==> src/two_finger_pinch_recognizer_unit_defines.svh <==
// Assertion helpers used by the pinch recognizer unit.
// Each macro expects clk and arst_n to be visible where it is used.
`ifndef TWO_FINGER_PINCH_RECOGNIZER_UNIT_DEFINES_SVH
`define TWO_FINGER_PINCH_RECOGNIZER_UNIT_DEFINES_SVH

// Same-cycle implication, disabled while reset is applied.
`define TFPR_CHECK(lbl, ante, cons, msg) \
	lbl: assert property (@(posedge clk) disable iff (!arst_n) (ante) |-> (cons)) \
	else $error(msg);

// Next-cycle implication, disabled while reset is applied.
`define TFPR_CHECK_NEXT(lbl, ante, cons, msg) \
	lbl: assert property (@(posedge clk) disable iff (!arst_n) (ante) |=> (cons)) \
	else $error(msg);

`endif

==> src/tfpr_pkg.sv <==
package tfpr_pkg;

	localparam int POS_W      = 16;
	localparam int TIME_W     = 32;
	localparam int COUNT_W    = 4;
	localparam int STATUS_W   = 2;
	localparam int GPH_W      = 2;
	localparam int SCALE_W    = 16;
	localparam int SPEED_W    = 20;
	localparam int CENTER_W   = 17;
	localparam int CFG_IDX_W  = 2;
	localparam int CFG_DATA_W = 16;
	localparam int WCOUNT_W   = 8;
	localparam int FRAMES_W   = 8;

	typedef enum logic [1:0] {
		PH_CLEAR,
		PH_POSSIBLE,
		PH_STARTED
	} phase_t;

	typedef enum logic [GPH_W-1:0] {
		G_STARTED,
		G_CONTINUING,
		G_FINISHED,
		G_CANCELLED
	} gesture_t;

	localparam logic [STATUS_W-1:0] ST_UP          = 2'd1;
	localparam logic [STATUS_W-1:0] ST_INTERRUPTED = 2'd2;

	localparam logic [CFG_IDX_W-1:0] CFG_MIN_DISTANCE_DELTA    = 2'd0;
	localparam logic [CFG_IDX_W-1:0] CFG_MIN_FRAMES_TO_START   = 2'd1;
	localparam logic [CFG_IDX_W-1:0] CFG_MIN_FRAMES_PER_UPDATE = 2'd2;

	localparam logic [15:0]         MDD_RESET = 16'd160;
	localparam logic [FRAMES_W-1:0] MFS_RESET = 8'd4;
	localparam logic [FRAMES_W-1:0] MFU_RESET = 8'd4;

	localparam logic [SCALE_W-1:0]  SCALE_MAX = 16'hFFFF;
	localparam logic [SPEED_W-1:0]  SPEED_MAX = 20'hFFFFF;
	localparam logic [WCOUNT_W-1:0] WC_MAX    = 8'hFF;

	typedef enum logic [3:0] {
		S_IDLE,
		S_DECIDE,
		S_D1,
		S_D1W,
		S_D2,
		S_D2W,
		S_TEST,
		S_SCALE,
		S_SCALEW,
		S_SPEED,
		S_SPEEDW,
		S_OUT
	} ctrl_state_t;

	typedef enum logic [1:0] {
		DS_IDLE,
		DS_SQX,
		DS_SQY,
		DS_ROOT
	} dist_state_t;

endpackage

==> src/tfpr_dist.sv <==
module tfpr_dist #(
	parameter int CB = 16
) (
	input  logic          clk,
	input  logic          arst_n,
	input  logic          start,
	input  logic [CB-1:0] ax,
	input  logic [CB-1:0] ay,
	input  logic [CB-1:0] bx,
	input  logic [CB-1:0] by,
	output logic          done,
	output logic [CB:0]   len
);
	import tfpr_pkg::*;

	localparam int SW = 2 * CB + 1;
	localparam int RW = 2 * CB + 2;
	localparam int MW = CB + 4;
	localparam int CW = $clog2(CB + 2);

	dist_state_t st_q, st_d;
	logic [CW-1:0] cnt_q;
	logic          done_q;
	logic [SW-1:0] acc_q, mcand_q, acc_nx;
	logic [CB-1:0] mplier_q, dy_q, dx_c, dy_c;
	logic [RW-1:0] rad_q;
	logic [MW-1:0] rem_q, remn, trial;
	logic [CB:0]   root_q;
	logic          ge, sq_last, root_last;

	assign dx_c      = (ax > bx) ? ax - bx : bx - ax;
	assign dy_c      = (ay > by) ? ay - by : by - ay;
	assign acc_nx    = mplier_q[0] ? acc_q + mcand_q : acc_q;
	assign remn      = {rem_q[MW-3:0], rad_q[RW-1:RW-2]};
	assign trial     = MW'({root_q, 2'b01});
	assign ge        = remn >= trial;
	assign sq_last   = cnt_q == CW'(CB - 1);
	assign root_last = cnt_q == CW'(CB);

	always_comb begin
		st_d = st_q;
		unique case (st_q)
			DS_IDLE: if (start) st_d = DS_SQX;
			DS_SQX:  if (sq_last) st_d = DS_SQY;
			DS_SQY:  if (sq_last) st_d = DS_ROOT;
			DS_ROOT: if (root_last) st_d = DS_IDLE;
			default: st_d = DS_IDLE;
		endcase
	end

	always_ff @(posedge clk or negedge arst_n) begin
		if (!arst_n) begin
			st_q   <= DS_IDLE;
			cnt_q  <= '0;
			done_q <= 1'b0;
		end else begin
			st_q   <= st_d;
			done_q <= (st_q == DS_ROOT) && root_last;
			if (st_d != st_q) cnt_q <= '0;
			else if (st_q != DS_IDLE) cnt_q <= cnt_q + CW'(1);
		end
	end

	// Squares by shift and add, one multiplier bit a cycle, then the root
	// one result bit a cycle.
	always_ff @(posedge clk) begin
		unique case (st_q)
			DS_IDLE: begin
				if (start) begin
					acc_q    <= '0;
					mcand_q  <= SW'(dx_c);
					mplier_q <= dx_c;
					dy_q     <= dy_c;
				end
			end
			DS_SQX, DS_SQY: begin
				acc_q <= acc_nx;
				if (sq_last && st_q == DS_SQX) begin
					mcand_q  <= SW'(dy_q);
					mplier_q <= dy_q;
				end else begin
					mcand_q  <= {mcand_q[SW-2:0], 1'b0};
					mplier_q <= {1'b0, mplier_q[CB-1:1]};
				end
				if (sq_last && st_q == DS_SQY) begin
					rad_q  <= {1'b0, acc_nx};
					rem_q  <= '0;
					root_q <= '0;
				end
			end
			DS_ROOT: begin
				rem_q  <= ge ? remn - trial : remn;
				root_q <= {root_q[CB-1:0], ge};
				rad_q  <= {rad_q[RW-3:0], 2'b00};
			end
			default: ;
		endcase
	end

	assign done = done_q;
	assign len  = root_q;

endmodule

==> src/tfpr_div.sv <==
module tfpr_div #(
	parameter int NUM_W = 25,
	parameter int DEN_W = 33
) (
	input  logic             clk,
	input  logic             arst_n,
	input  logic             start,
	input  logic [NUM_W-1:0] num,
	input  logic [DEN_W-1:0] den,
	output logic             done,
	output logic [NUM_W-1:0] quot
);
	localparam int CW = $clog2(NUM_W + 1);

	logic             busy_q, done_q;
	logic [CW-1:0]    cnt_q;
	logic [NUM_W-1:0] num_q, quot_q;
	logic [DEN_W-1:0] den_q, rem_q;
	logic [DEN_W:0]   remn, diff;
	logic             ge;

	assign remn = {rem_q, num_q[NUM_W-1]};
	assign diff = remn - {1'b0, den_q};
	assign ge   = remn >= {1'b0, den_q};

	always_ff @(posedge clk or negedge arst_n) begin
		if (!arst_n) begin
			busy_q <= 1'b0;
			done_q <= 1'b0;
			cnt_q  <= '0;
		end else begin
			done_q <= 1'b0;
			if (start && !busy_q) begin
				busy_q <= 1'b1;
				cnt_q  <= '0;
			end else if (busy_q) begin
				cnt_q <= cnt_q + CW'(1);
				if (cnt_q == CW'(NUM_W - 1)) begin
					busy_q <= 1'b0;
					done_q <= 1'b1;
				end
			end
		end
	end

	// Restoring division, one quotient bit a cycle.
	always_ff @(posedge clk) begin
		if (start && !busy_q) begin
			num_q  <= num;
			den_q  <= den;
			rem_q  <= '0;
			quot_q <= '0;
		end else if (busy_q) begin
			rem_q  <= ge ? diff[DEN_W-1:0] : remn[DEN_W-1:0];
			num_q  <= {num_q[NUM_W-2:0], 1'b0};
			quot_q <= {quot_q[NUM_W-2:0], ge};
		end
	end

	assign done = done_q;
	assign quot = quot_q;

endmodule

==> src/two_finger_pinch_recognizer_unit.sv <==
// Two-finger pinch recognizer. One touch frame enters on the input channel
// (in_valid/in_ready) and causes zero or one result item on the output channel
// (out_valid/out_ready). Registers are written through the cfg channel
// (cfg_valid/cfg_ready, cfg_index, cfg_data); cfg_ready is always high and an
// index beyond the register list is ignored. Write registers only while idle.
// Each frame is handled on its own: in_ready is high only in the idle state.
// A frame that only updates the window passes through the decide state back
// to idle; a cancelled result goes from the decide state to the output stage.
// Each distance runs bit-serially (squares by shift and add, then the root one
// bit a cycle), and the scale and the speed each take a pass through the shared
// restoring divider. A window that fails the start test returns to idle after
// the test. A result leaves through the output stage, and the next frame can
// be accepted in the cycle after the result is loaded into the output register;
// a division by a zero starting distance or a zero elapsed time is skipped.
// The result sits in an output register; a new result is held back until the
// receiver has taken the old one, so a stalled receiver simply delays the block.
// Reset puts the recognizer in the clear phase with an empty window and the
// registers at their defaults (160, 4, 4); no clearing pass is needed.
`include "two_finger_pinch_recognizer_unit_defines.svh"
module two_finger_pinch_recognizer_unit #(
	parameter int COORD_BITS = 16
) (
	input  logic                              clk,
	input  logic                              arst_n,
	input  logic                              in_valid,
	output logic                              in_ready,
	input  logic [tfpr_pkg::COUNT_W-1:0]      point_count,
	input  logic [tfpr_pkg::POS_W-1:0]        first_x,
	input  logic [tfpr_pkg::POS_W-1:0]        first_y,
	input  logic [tfpr_pkg::STATUS_W-1:0]     first_status,
	input  logic [tfpr_pkg::POS_W-1:0]        second_x,
	input  logic [tfpr_pkg::POS_W-1:0]        second_y,
	input  logic [tfpr_pkg::STATUS_W-1:0]     second_status,
	input  logic [tfpr_pkg::TIME_W-1:0]       frame_time,
	input  logic                              cfg_valid,
	output logic                              cfg_ready,
	input  logic [tfpr_pkg::CFG_IDX_W-1:0]    cfg_index,
	input  logic [tfpr_pkg::CFG_DATA_W-1:0]   cfg_data,
	output logic                              out_valid,
	input  logic                              out_ready,
	output logic [tfpr_pkg::GPH_W-1:0]        gesture_phase,
	output logic [tfpr_pkg::SCALE_W-1:0]      scale,
	output logic [tfpr_pkg::SPEED_W-1:0]      speed,
	output logic [tfpr_pkg::CENTER_W-1:0]     center_x,
	output logic [tfpr_pkg::CENTER_W-1:0]     center_y,
	output logic [tfpr_pkg::TIME_W-1:0]       event_time
);
	import tfpr_pkg::*;

	localparam int CB    = COORD_BITS;
	localparam int DW    = CB + 1;
	localparam int NUM_W = CB + 9;
	localparam int DEN_W = TIME_W + 1;

	// Control and window state.
	ctrl_state_t           state_q, state_d;
	phase_t                phase_q;
	logic [WCOUNT_W-1:0]   wc_q, pushed_wc;
	logic [CB-1:0]         first_q [4];
	logic [CB-1:0]         last_q [4];
	logic [TIME_W-1:0]     ft_q;
	logic [DW-1:0]         sd_q;
	logic [15:0]           mdd_q;
	logic [FRAMES_W-1:0]   mfs_q, mfu_q;
	gesture_t              kind_q;
	logic                  cancel_q, test_q;
	logic                  out_valid_q;

	// Latched frame and working values.
	logic [COUNT_W-1:0]    cnt_in_q;
	logic [STATUS_W-1:0]   s1_q, s2_q;
	logic [CB-1:0]         cur_q [4];
	logic [TIME_W-1:0]     t_q;
	logic [DW-1:0]         d1_q, d2_q;
	logic [SCALE_W-1:0]    scale_q;
	logic [SPEED_W-1:0]    speed_q;

	// Output register.
	gesture_t              gesture_phase_q;
	logic [SCALE_W-1:0]    scale_out_q;
	logic [SPEED_W-1:0]    speed_out_q;
	logic [CENTER_W-1:0]   center_x_q, center_y_q;
	logic [TIME_W-1:0]     event_time_q;

	// Decisions taken when a frame is examined.
	logic                  dec_push, dec_phase_we, dec_wc_clr, dec_cancel, dec_test;
	phase_t                dec_phase_nx;
	gesture_t              dec_kind;

	logic                  in_fire, out_load;
	logic                  count_two, s1_up, s2_up, s1_int;
	logic [DW-1:0]         delta;
	logic                  start_ok;
	logic [TIME_W-1:0]     dt;
	logic [DW-1:0]         center_x_sum, center_y_sum;

	logic                  dist_start, dist_done, dist_sel_last;
	logic [CB-1:0]         dist_ax, dist_ay, dist_bx, dist_by;
	logic [DW-1:0]         dist_res;
	logic                  div_start, div_done;
	logic [NUM_W-1:0]      div_num, div_quot, speed_num;
	logic [DEN_W-1:0]      div_den;

	assign in_ready  = state_q == S_IDLE;
	assign in_fire   = in_valid && in_ready;
	assign cfg_ready = 1'b1;
	assign out_load  = (state_q == S_OUT) && (!out_valid_q || out_ready);

	assign count_two = cnt_in_q == COUNT_W'(2);
	assign s1_up     = s1_q == ST_UP;
	assign s2_up     = s2_q == ST_UP;
	assign s1_int    = s1_q == ST_INTERRUPTED;
	assign pushed_wc = (wc_q == WC_MAX) ? wc_q : wc_q + WCOUNT_W'(1);

	assign delta    = (d1_q > d2_q) ? d1_q - d2_q : d2_q - d1_q;
	assign start_ok = 32'(delta) > 32'(mdd_q);
	assign dt       = t_q - ft_q;

	// Midpoint in Q12.5 is the plain sum of the two Q12.4 coordinates.
	assign center_x_sum = {1'b0, last_q[0]} + {1'b0, last_q[2]};
	assign center_y_sum = {1'b0, last_q[1]} + {1'b0, last_q[3]};

	// The first distance is taken from the window's first frame, the second
	// from its last frame, which equals the current frame whenever it was
	// pushed and holds the previous frame when a count change finishes.
	assign dist_sel_last = state_q == S_D2;
	assign dist_start    = (state_q == S_D1) || (state_q == S_D2);
	assign dist_ax = dist_sel_last ? last_q[0] : first_q[0];
	assign dist_ay = dist_sel_last ? last_q[1] : first_q[1];
	assign dist_bx = dist_sel_last ? last_q[2] : first_q[2];
	assign dist_by = dist_sel_last ? last_q[3] : first_q[3];

	// Speed is delta * 1000 / (dt * 16) in Q12.4 units, that is
	// delta * 125 / (dt * 2); the times 125 is done by shifts, a subtraction and an addition.
	assign speed_num = NUM_W'({delta, 7'b0}) - NUM_W'({delta, 2'b0}) + NUM_W'(delta);
	assign div_start = ((state_q == S_SCALE) && (sd_q != '0)) ||
		((state_q == S_SPEED) && (dt != '0));
	assign div_num   = (state_q == S_SCALE) ? {d2_q, 8'b0} : speed_num;
	assign div_den   = (state_q == S_SCALE) ? DEN_W'(sd_q) : {dt, 1'b0};

	tfpr_dist #(
		.CB(CB)
	) u_dist (
		.clk   (clk),
		.arst_n(arst_n),
		.start (dist_start),
		.ax    (dist_ax),
		.ay    (dist_ay),
		.bx    (dist_bx),
		.by    (dist_by),
		.done  (dist_done),
		.len   (dist_res)
	);

	tfpr_div #(
		.NUM_W(NUM_W),
		.DEN_W(DEN_W)
	) u_div (
		.clk   (clk),
		.arst_n(arst_n),
		.start (div_start),
		.num   (div_num),
		.den   (div_den),
		.done  (div_done),
		.quot  (div_quot)
	);

	always_ff @(posedge clk or negedge arst_n) begin
		if (!arst_n) begin
			state_q <= S_IDLE;
		end else begin
			state_q <= state_d;
		end
	end

	always_comb begin
		state_d      = state_q;
		dec_push     = 1'b0;
		dec_phase_we = 1'b0;
		dec_phase_nx = PH_CLEAR;
		dec_wc_clr   = 1'b0;
		dec_cancel   = 1'b0;
		dec_test     = 1'b0;
		dec_kind     = G_FINISHED;
		unique case (state_q)
			S_IDLE: if (in_fire) state_d = S_DECIDE;
			S_DECIDE: begin
				state_d = S_IDLE;
				unique case (phase_q)
					PH_CLEAR: begin
						// The window is always empty here, so the push opens it.
						if (count_two) begin
							dec_push     = 1'b1;
							dec_phase_we = 1'b1;
							dec_phase_nx = PH_POSSIBLE;
						end
					end
					PH_POSSIBLE: begin
						if (!count_two || s1_up || s2_up || s1_int) begin
							dec_phase_we = 1'b1;
							dec_wc_clr   = 1'b1;
						end else if (mfs_q == '0) begin
							// A zero frame threshold never starts a pinch.
							dec_push     = 1'b1;
							dec_phase_we = 1'b1;
							dec_wc_clr   = 1'b1;
						end else begin
							dec_push = 1'b1;
							if (pushed_wc >= mfs_q) begin
								dec_test = 1'b1;
								state_d  = S_D1;
							end
						end
					end
					PH_STARTED: begin
						priority if (s1_int) begin
							dec_cancel   = 1'b1;
							dec_phase_we = 1'b1;
							dec_wc_clr   = 1'b1;
							state_d      = S_OUT;
						end else if (!count_two) begin
							dec_phase_we = 1'b1;
							dec_wc_clr   = 1'b1;
							// An empty window gives a cancelled result with no values.
							if (wc_q == '0) begin
								dec_cancel = 1'b1;
								state_d    = S_OUT;
							end else begin
								state_d = S_D1;
							end
						end else if (s1_up || s2_up) begin
							dec_push     = 1'b1;
							dec_phase_we = 1'b1;
							dec_wc_clr   = 1'b1;
							state_d      = S_D1;
						end else begin
							dec_push = 1'b1;
							if (pushed_wc >= mfu_q) begin
								dec_wc_clr = 1'b1;
								dec_kind   = G_CONTINUING;
								state_d    = S_D1;
							end
						end
					end
					default: begin
						dec_phase_we = 1'b1;
						dec_wc_clr   = 1'b1;
					end
				endcase
			end
			S_D1:     state_d = S_D1W;
			S_D1W:    if (dist_done) state_d = S_D2;
			S_D2:     state_d = S_D2W;
			S_D2W:    if (dist_done) state_d = test_q ? S_TEST : S_SCALE;
			S_TEST:   state_d = start_ok ? S_SCALE : S_IDLE;
			S_SCALE:  state_d = (sd_q == '0) ? S_SPEED : S_SCALEW;
			S_SCALEW: if (div_done) state_d = S_SPEED;
			S_SPEED:  state_d = (dt == '0) ? S_OUT : S_SPEEDW;
			S_SPEEDW: if (div_done) state_d = S_OUT;
			S_OUT:    if (out_load) state_d = S_IDLE;
			default:  state_d = S_IDLE;
		endcase
	end

	always_ff @(posedge clk or negedge arst_n) begin
		if (!arst_n) begin
			phase_q     <= PH_CLEAR;
			wc_q        <= '0;
			ft_q        <= '0;
			sd_q        <= '0;
			mdd_q       <= MDD_RESET;
			mfs_q       <= MFS_RESET;
			mfu_q       <= MFU_RESET;
			kind_q      <= G_FINISHED;
			cancel_q    <= 1'b0;
			test_q      <= 1'b0;
			out_valid_q <= 1'b0;
			for (int i = 0; i < 4; i++) begin
				first_q[i] <= '0;
				last_q[i]  <= '0;
			end
		end else begin
			if (cfg_valid && cfg_ready) begin
				case (cfg_index)
					CFG_MIN_DISTANCE_DELTA:    mdd_q <= cfg_data;
					CFG_MIN_FRAMES_TO_START:   mfs_q <= cfg_data[FRAMES_W-1:0];
					CFG_MIN_FRAMES_PER_UPDATE: mfu_q <= cfg_data[FRAMES_W-1:0];
					default: ;
				endcase
			end

			if (state_q == S_DECIDE) begin
				if (dec_push) begin
					if (wc_q == '0) begin
						first_q <= cur_q;
						ft_q    <= t_q;
					end
					last_q <= cur_q;
				end
				if (dec_phase_we) phase_q <= dec_phase_nx;
				if (dec_wc_clr) wc_q <= '0;
				else if (dec_push) wc_q <= pushed_wc;
				kind_q   <= dec_kind;
				cancel_q <= dec_cancel;
				test_q   <= dec_test;
			end

			if (state_q == S_TEST) begin
				wc_q <= '0;
				if (start_ok) begin
					phase_q <= PH_STARTED;
					kind_q  <= G_STARTED;
					// With a one-frame window the window restarts at this frame.
					if (mfs_q == FRAMES_W'(1)) begin
						first_q <= last_q;
						ft_q    <= t_q;
						sd_q    <= d2_q;
					end else begin
						sd_q <= d1_q;
					end
				end else begin
					phase_q <= PH_CLEAR;
				end
			end

			if (out_load) out_valid_q <= 1'b1;
			else if (out_ready) out_valid_q <= 1'b0;
		end
	end

	always_ff @(posedge clk) begin
		if (in_fire) begin
			cnt_in_q <= point_count;
			s1_q     <= first_status;
			s2_q     <= second_status;
			cur_q[0] <= CB'(first_x);
			cur_q[1] <= CB'(first_y);
			cur_q[2] <= CB'(second_x);
			cur_q[3] <= CB'(second_y);
			t_q      <= frame_time;
		end
		if (state_q == S_D1W && dist_done) d1_q <= dist_res;
		if (state_q == S_D2W && dist_done) d2_q <= dist_res;
		if (state_q == S_TEST && mfs_q == FRAMES_W'(1)) d1_q <= d2_q;

		if (state_q == S_SCALE && sd_q == '0) begin
			scale_q <= (d2_q != '0) ? SCALE_MAX : '0;
		end
		if (state_q == S_SCALEW && div_done) begin
			scale_q <= (div_quot > NUM_W'(SCALE_MAX)) ? SCALE_MAX : SCALE_W'(div_quot);
		end
		if (state_q == S_SPEED && dt == '0) begin
			speed_q <= (delta != '0) ? SPEED_MAX : '0;
		end
		if (state_q == S_SPEEDW && div_done) begin
			speed_q <= (div_quot > NUM_W'(SPEED_MAX)) ? SPEED_MAX : SPEED_W'(div_quot);
		end

		if (out_load) begin
			event_time_q <= t_q;
			if (cancel_q) begin
				gesture_phase_q <= G_CANCELLED;
				scale_out_q     <= '0;
				speed_out_q     <= '0;
				center_x_q      <= '0;
				center_y_q      <= '0;
			end else begin
				gesture_phase_q <= kind_q;
				scale_out_q     <= scale_q;
				speed_out_q     <= speed_q;
				center_x_q      <= CENTER_W'(center_x_sum);
				center_y_q      <= CENTER_W'(center_y_sum);
			end
		end
	end

	assign out_valid     = out_valid_q;
	assign gesture_phase = gesture_phase_q;
	assign scale         = scale_out_q;
	assign speed         = speed_out_q;
	assign center_x      = center_x_q;
	assign center_y      = center_y_q;
	assign event_time    = event_time_q;

	`TFPR_CHECK(a_out_no_overwrite, out_load, !out_valid_q || out_ready, "result overwritten")
	`TFPR_CHECK(a_dist_done_waits, dist_done, state_q == S_D1W || state_q == S_D2W, "stray distance")
	`TFPR_CHECK(a_div_done_waits, div_done, state_q == S_SCALEW || state_q == S_SPEEDW, "stray quotient")
	`TFPR_CHECK_NEXT(a_phase_idle_hold, state_q == S_IDLE && !in_valid, $stable(phase_q), "phase moved")

endmodule
==> config.mk <==
export PLATFORM = sky130hd
export DESIGN_NAME = two_finger_pinch_recognizer_unit
export DESIGN_NICKNAME = d
export VERILOG_FILES = /design/src/tfpr_pkg.sv /design/src/tfpr_dist.sv /design/src/tfpr_div.sv /design/src/two_finger_pinch_recognizer_unit.sv
export VERILOG_INCLUDE_DIRS = /design/src /design/src/src
export SDC_FILE = /design/constraint.sdc
export NUM_CORES = 2
export LEC_CHECK = 0
export ABC_AREA = 1
export BUFFER_PORTS_ARGS = -buffer_cell sky130_fd_sc_hd__buf_2
export CAP_MARGIN = 15
export CORE_MARGIN = 5
export CORE_UTILIZATION = 23
export CTS_CLUSTER_SIZE = 16
export DETAILED_ROUTE_END_ITERATION = 10
export PLACE_DENSITY = 0.45
export SKIP_LAST_GASP = 1
export SYNTH_ARGS = -nofsm -noshare
export SYNTH_HDL_FRONTEND = slang
export SYNTH_SLANG_ARGS = --single-unit
==> constraint.sdc <==
create_clock -name clk -period 11.25 [get_ports clk]
set_input_delay 1.6875 -clock clk [delete_from_list [all_inputs] [get_ports clk]]
set_output_delay 1.6875 -clock clk [all_outputs]
set_load 0.02 [all_outputs]
Word level (Yosys, flattened, before mapping)
Cells that the tools add are included.
Storage, ports and cells
  bits in registers: 804
  input bits: 127
  output and inout port bits: 107
  logic and storage cells: 314
Operators by class
  add/subtract/negate cells: 17
  $lt $le $gt $ge: 10
  equality and inequality tests: 36
  muxes and demuxes: 133
  reductions and logical operators: 61
Operators by type and width (count)
  $mux W64: 6
  $mux W16: 12
  $mux W32: 6
  $mux W33: 5
  $pmux W33 S2: 2
  $mux W17: 6
  $mux W20: 4
  $mux W25: 3
  $pmux W34 S2: 1
  $sub A16 B16 Y16: 4
  $reduce_bool A17 Y1: 3
  $pmux W4 S12: 1
  $mux W2: 21
  $mux W8: 5
  $mux W1: 36
  $mux W18: 2
  $mux W4: 9
  $pmux W18 S2: 1
  $add A16 B16 Y17: 2
  $ge A34 B33 Y1: 1
  $mux W34: 1
  $pmux W17 S2: 1
  $sub A17 B17 Y17: 2
  $add A33 B33 Y33: 1
  47 further kinds: 122

Longest topological paths before layout
  depth in word-level cells: 13
  mapped depth: 37
  gate-level depth less buffers: 34

Modules after synthesis
A second synthesis with hierarchy kept.
Second synthesis, totals
  cell total of the unflattened synthesis: 6786
  area, all modules: 51556.9 µm²
By module, submodules not included
  two_finger_pinch_recognizer_unit: instances 1, cells an instance 3585, area each 29233.0 µm², seq. area each 14059.7 µm²
  tfpr_dist: instances 1, cells an instance 2119, area each 14804.2 µm², seq. area each 5215.0 µm²
  tfpr_div: instances 1, cells an instance 1082, area each 7519.7 µm², seq. area each 3078.0 µm²

Worst setup path before layout
OpenSTA, ideal clock, no wires.
  kind: input to register
  start: in in_valid
  end: reg cnt_in_q[0] (enable)
  library setup time: 0.695 ns
  arrival: 8.750 ns
  required time: 10.555 ns
  path slack: 1.805 ns
  stages on the path: 2
  path buffers: 0
  cells stage by stage: inv_1 -> nor3_1
Between the ends
  longest elaborated chain between the ends: 1
Ends and longest elaborated chain
  start: declaration: RTL line two_finger_pinch_recognizer_unit.sv:25  | input logic in_valid,
  $logic_and A1 B1 Y1: RTL line two_finger_pinch_recognizer_unit.sv:105  | assign in_fire = in_valid && in_ready;
  net in_fire: RTL line two_finger_pinch_recognizer_unit.sv:90  | logic in_fire, out_load;
  end signal: assignment: RTL line two_finger_pinch_recognizer_unit.sv:333  | cnt_in_q <= point_count;
  end: declaration: RTL line two_finger_pinch_recognizer_unit.sv:70  | logic [COUNT_W-1:0] cnt_in_q;
The timed path passes the listed nets, and every way through them passes these cells.
A chain may end at the register's enable or synchronous reset.

Worst setup path in the final report
  start: reg d2_q[2]
  end: reg ft_q[29]
Between the ends
  longest elaborated chain between the ends: 5
  elaborated cells between the ends (all ways): 7
  classes of those cells: add/sub (2); order compare (2); mux (3)
Ends and longest elaborated chain
  start: declaration: RTL line two_finger_pinch_recognizer_unit.sv:74  | logic [DW-1:0] d1_q, d2_q;
  start signal: assignment: RTL line two_finger_pinch_recognizer_unit.sv:343  | if (state_q == S_D2W && dist_done) d2_q <= dist_res;
  $sub A17 B17 Y17 or $gt A17 B17 Y1 (tied branches): RTL line two_finger_pinch_recognizer_unit.sv:115  | assign delta = (d1_q > d2_q) ? d1_q - d2_q : d2_q - d1_q;
  $mux W17 *: RTL line two_finger_pinch_recognizer_unit.sv:115
  $gt A17 B16 Y1 *: RTL line two_finger_pinch_recognizer_unit.sv:116  | assign start_ok = 32'(delta) > 32'(mdd_q);
  $mux W32 *: RTL line two_finger_pinch_recognizer_unit.sv:310  | if (start_ok) begin
  $mux W32 *: RTL line two_finger_pinch_recognizer_unit.sv:308  | if (state_q == S_TEST) begin
  end signal: assignment: RTL line two_finger_pinch_recognizer_unit.sv:296  | ft_q <= t_q;
  end signal: assignment: RTL line two_finger_pinch_recognizer_unit.sv:316  | ft_q <= t_q;
  end: declaration: RTL line two_finger_pinch_recognizer_unit.sv:61  | logic [TIME_W-1:0] ft_q;
Every way passes the cells marked *; elsewhere a longest branch is shown, timed or not.

==> results.md <==
- Critical path required time: 11.84 ns
- Period utilisation layout: 0.543
- Commonest cells post-synth: nand2_1 (1468), inv_1 (760), o21ai_0 (661)
- Max VDD drop: 0.121 mV
- GRT overflow: 0
- Sink Count: 804
- FP Rows: 168
- Final Slew Violations: 0
- Critical path arrival: 6.70 ns
- Worst Tran Pin Value: 1.11 ns
- Count leader, synth: nand2_1
- Fraction of layout cells with a size suffix above 1: 0.0925
- CTS resizes: 0
- Yosys top cell by area: edfxtp_1
- # Post-CTS Setup Buffers: 0
- Delay-heaviest family, CP: simple AND/OR/NAND/NOR gates
- I/O Pins: 234
- DRC viols: 0
- Fmax: 0.164 GHz
- Antenna viol nets, final: 0
- Status: completed
- Final HPWL DP: 115000 um
- H-tree Lvls: 3
- Largest net degree at the start of global routing: 128
- Slowest cell delay on critical path: 0.64 ns
- Post-synth EDFFs: 503
- Drt total wl: 154000 um
- Place WS: 5.21 ns
- Worst reg-to-reg setup slack: 5.14 ns
- RSZ-0062 raised after global routing: no
- Vias in the first global route: 39000
- Initial antenna violation count: 6
- Syn nets: 6316
- Synthesized instance count: 5855
- Tot Pwr: 6.63 mW
- Full die area: 0.219 mm^2
- CTS Buf Count: 98
- Accumulated negative setup slack: 0 ns
- First-pass GRT wire length: 236000 um
- Avg Cell Area, Syn: 8.24 um^2
- CTS tree: yes
- FFs w/ async S/R, synth: 0.302
- Setup violators final: 0
- Non-Filler Instances: 8923
- Die Y: 468 um
- Max Cap Viol: 0
- Root Buffer: clkbuf_16
- Vias per Instance: 4.43
- Initial core utilization: 0.231
- Primary FF master, synth: edfxtp_1
- Yosys reg bits: 804
- Final setup margin: 5.14 ns
- GPL Wtd Cong: 0.870
- CTS max path bufs: 3
- Placed insts: 8734
- Syn. warnings: 0
- Worst path slowest cell: buf_4
- Hold Path Class: reg -> reg
- Power density over the cells: 119 mW/mm^2
- Max_slew headroom: 0.263
- Vias: 39500
- Drt wl/cell: 17.3 um
- Die X: 468 um
- DRT Pass-1 Iters: 6
- Fin crit period: 6.11 ns
- Worst Setup Start Kind: flop
- Mapped cell area: 0.0482 mm^2
- Synth cell types: 64
- Area grow syn2layout: 15.9%
- Critical path type: reg -> reg
- CTS Hold Bufs: 0
- Core ar.: 0.209 mm^2
- I/O Buffers: 232
- CP max FO: 73
- Clk pin slew, worst setup/hold paths: 0.06 ns
- Layout Nets: 6492
- Largest cells by area after synthesis: edfxtp_1 (31%), dfrtp_1 (12%), nand2_1 (11%)
- Post-synth top area share: 0.313
- Sequential element share of the synthesized area: 0.464
- # fillers: 22600
- WP buf/inv: 4
- CP dominant cell by count: nand2_1
- Final Hold Viols: 0
- Total track usage: 0.138
- Worst hold slack: 0.457 ns
- Crit. End Element: flop
- LEAKAGE: 25.7 nW
- Setup Skew: 0.0522 ns
- Skew-Pair Late Insertion Delay: 0.75 ns
- Drt first-iter violations: 2546
-- per-layer routing --
metal / routed length, um / track usage / up-vias
met4: 3400 / 0.0332 / 4
met2: 72100 / 0.230 / 783
li1: - / - / 19800
met1: 72500 / 0.187 / 18800
met5: 27 / 0 / -
met3: 6300 / 0.0196 / 178
-- placed cells by master, fill, tap and decap left out, types with 58 or more instances in the layout --
cell | synthesis | layout
nand3_1 | 206 | 205
edfxtp_1 | 503 | 503
xor2_1 | 97 | 97
nand2_1 | 1468 | 1467
inv_1 | 760 | 758
clkbuf_16 | 0 | 99
nand4_1 | 59 | 59
a21oi_1 | 408 | 406
buf_2 | 22 | 231
or2_2 | 76 | 76
dfxtp_1 | 58 | 58
o21ai_0 | 661 | 659
dfrtp_1 | 238 | 237
nor2_1 | 405 | 399
ha_1 | 318 | 317
-- layout make-up --
cell class | instances | area [um^2] | area share
Tap cell | 2805 | 3510 | 0.0628
Inverter | 769 | 2890 | 0.0517
Timing Repair Buffer | 273 | 1500 | 0.0268
Clock inverter | 70 | 830 | 0.0148
Sequential cell | 804 | 22400 | 0.400
Multi-Input combinational cell | 4085 | 22200 | 0.398
Clock buffer | 116 | 2560 | 0.0458
Antenna cell | 1 | 2.50 | 0.0000448
-- state kept, by name (all words and copies together), names as in the netlist, 18 cells and up --
register	cells
u_div.num_q	25
t_q	32
u_dist.mcand_q	33
event_time	32
speed_q	20
u_div.rem_q	33
speed	20
u_dist.rem_q	18
u_dist.acc_q	33
u_div.quot	25
cur_q	64
first_q	64
u_dist.rad_q	34
last_q	64
ft_q	32
u_div.den_q	33
-- path summary, 6_finish.rpt --
kind / cells after the start / endpoint / startpoint
min reg2reg: 2 / u_div.quot[24] / u_div.quot[24]
min in group asynchronous: 1 / last_q[22] / arst_n
max: 25 / ft_q[29] / d2_q[2]
min: 2 / u_div.quot[24] / u_div.quot[24]
max reg2reg: 25 / ft_q[29] / d2_q[2]
max in group asynchronous: 2 / mdd_q[15] / arst_n
-- where the power goes --
| part | leakage, nW | internal (mW) | switching, mW |
|---|---|---|---|
| clock network | 1.63 | 1.93 | 1.42 |
| logic | 15.9 | 0.0455 | 0.0863 |
| registers | 8.20 | 3.14 | 0.0140 |
-- cell families (layout without fill, tap and decap cells) --
logic type / count (synthesis) / in the layout / share of synthesized area
buffers and inverters: 966 / 1228 / 0.0779
AND/OR/NAND/NOR: 2312 / 2312 / 0.197
AO/OA/AOI/OAI: 1276 / 1276 / 0.142
adder cells (fa/ha/maj): 334 / 334 / 0.0891
XOR/XNOR: 150 / 150 / 0.0272
flip-flops: 804 / 804 / 0.464
other: 1 / 2 / 0.0000778
multiplexers: 12 / 12 / 0.00252
-- stage by stage --
step | area (um^2) | util
finish | 55900 | 0.267
global route | 55900 | 0.267
detailed placement | 52500 | 0.251
floorplan | 48200 | -
CTS | 55900 | 0.267
global placement | 52500 | 0.251
-- worst register-to-register path, stage by stage, from the launching register on --
cell and delay, ns:
edfxtp_1 0.44, ha_1 0.43, nand2_1 0.18, nor3_1 0.18, nand2_1 0.08, nor2_1 0.12
a21oi_1 0.12, nand2_2 0.38, inv_2 0.21, nand2_1 0.10, nand2_1 0.08, a211oi_1 0.25
xor2_1 0.44, inv_1 0.25, ha_1 0.39, nand2_1 0.06, nor4_1 0.26, nand3_1 0.13
nor3_2 0.20, nand4_2 0.11, buf_4 0.24, nand3_4 0.14, buf_4 0.64, nand2_1 0.38
nand2_1 0.12, nand2_1 0.05
Power figures use the tool's default switching activity.
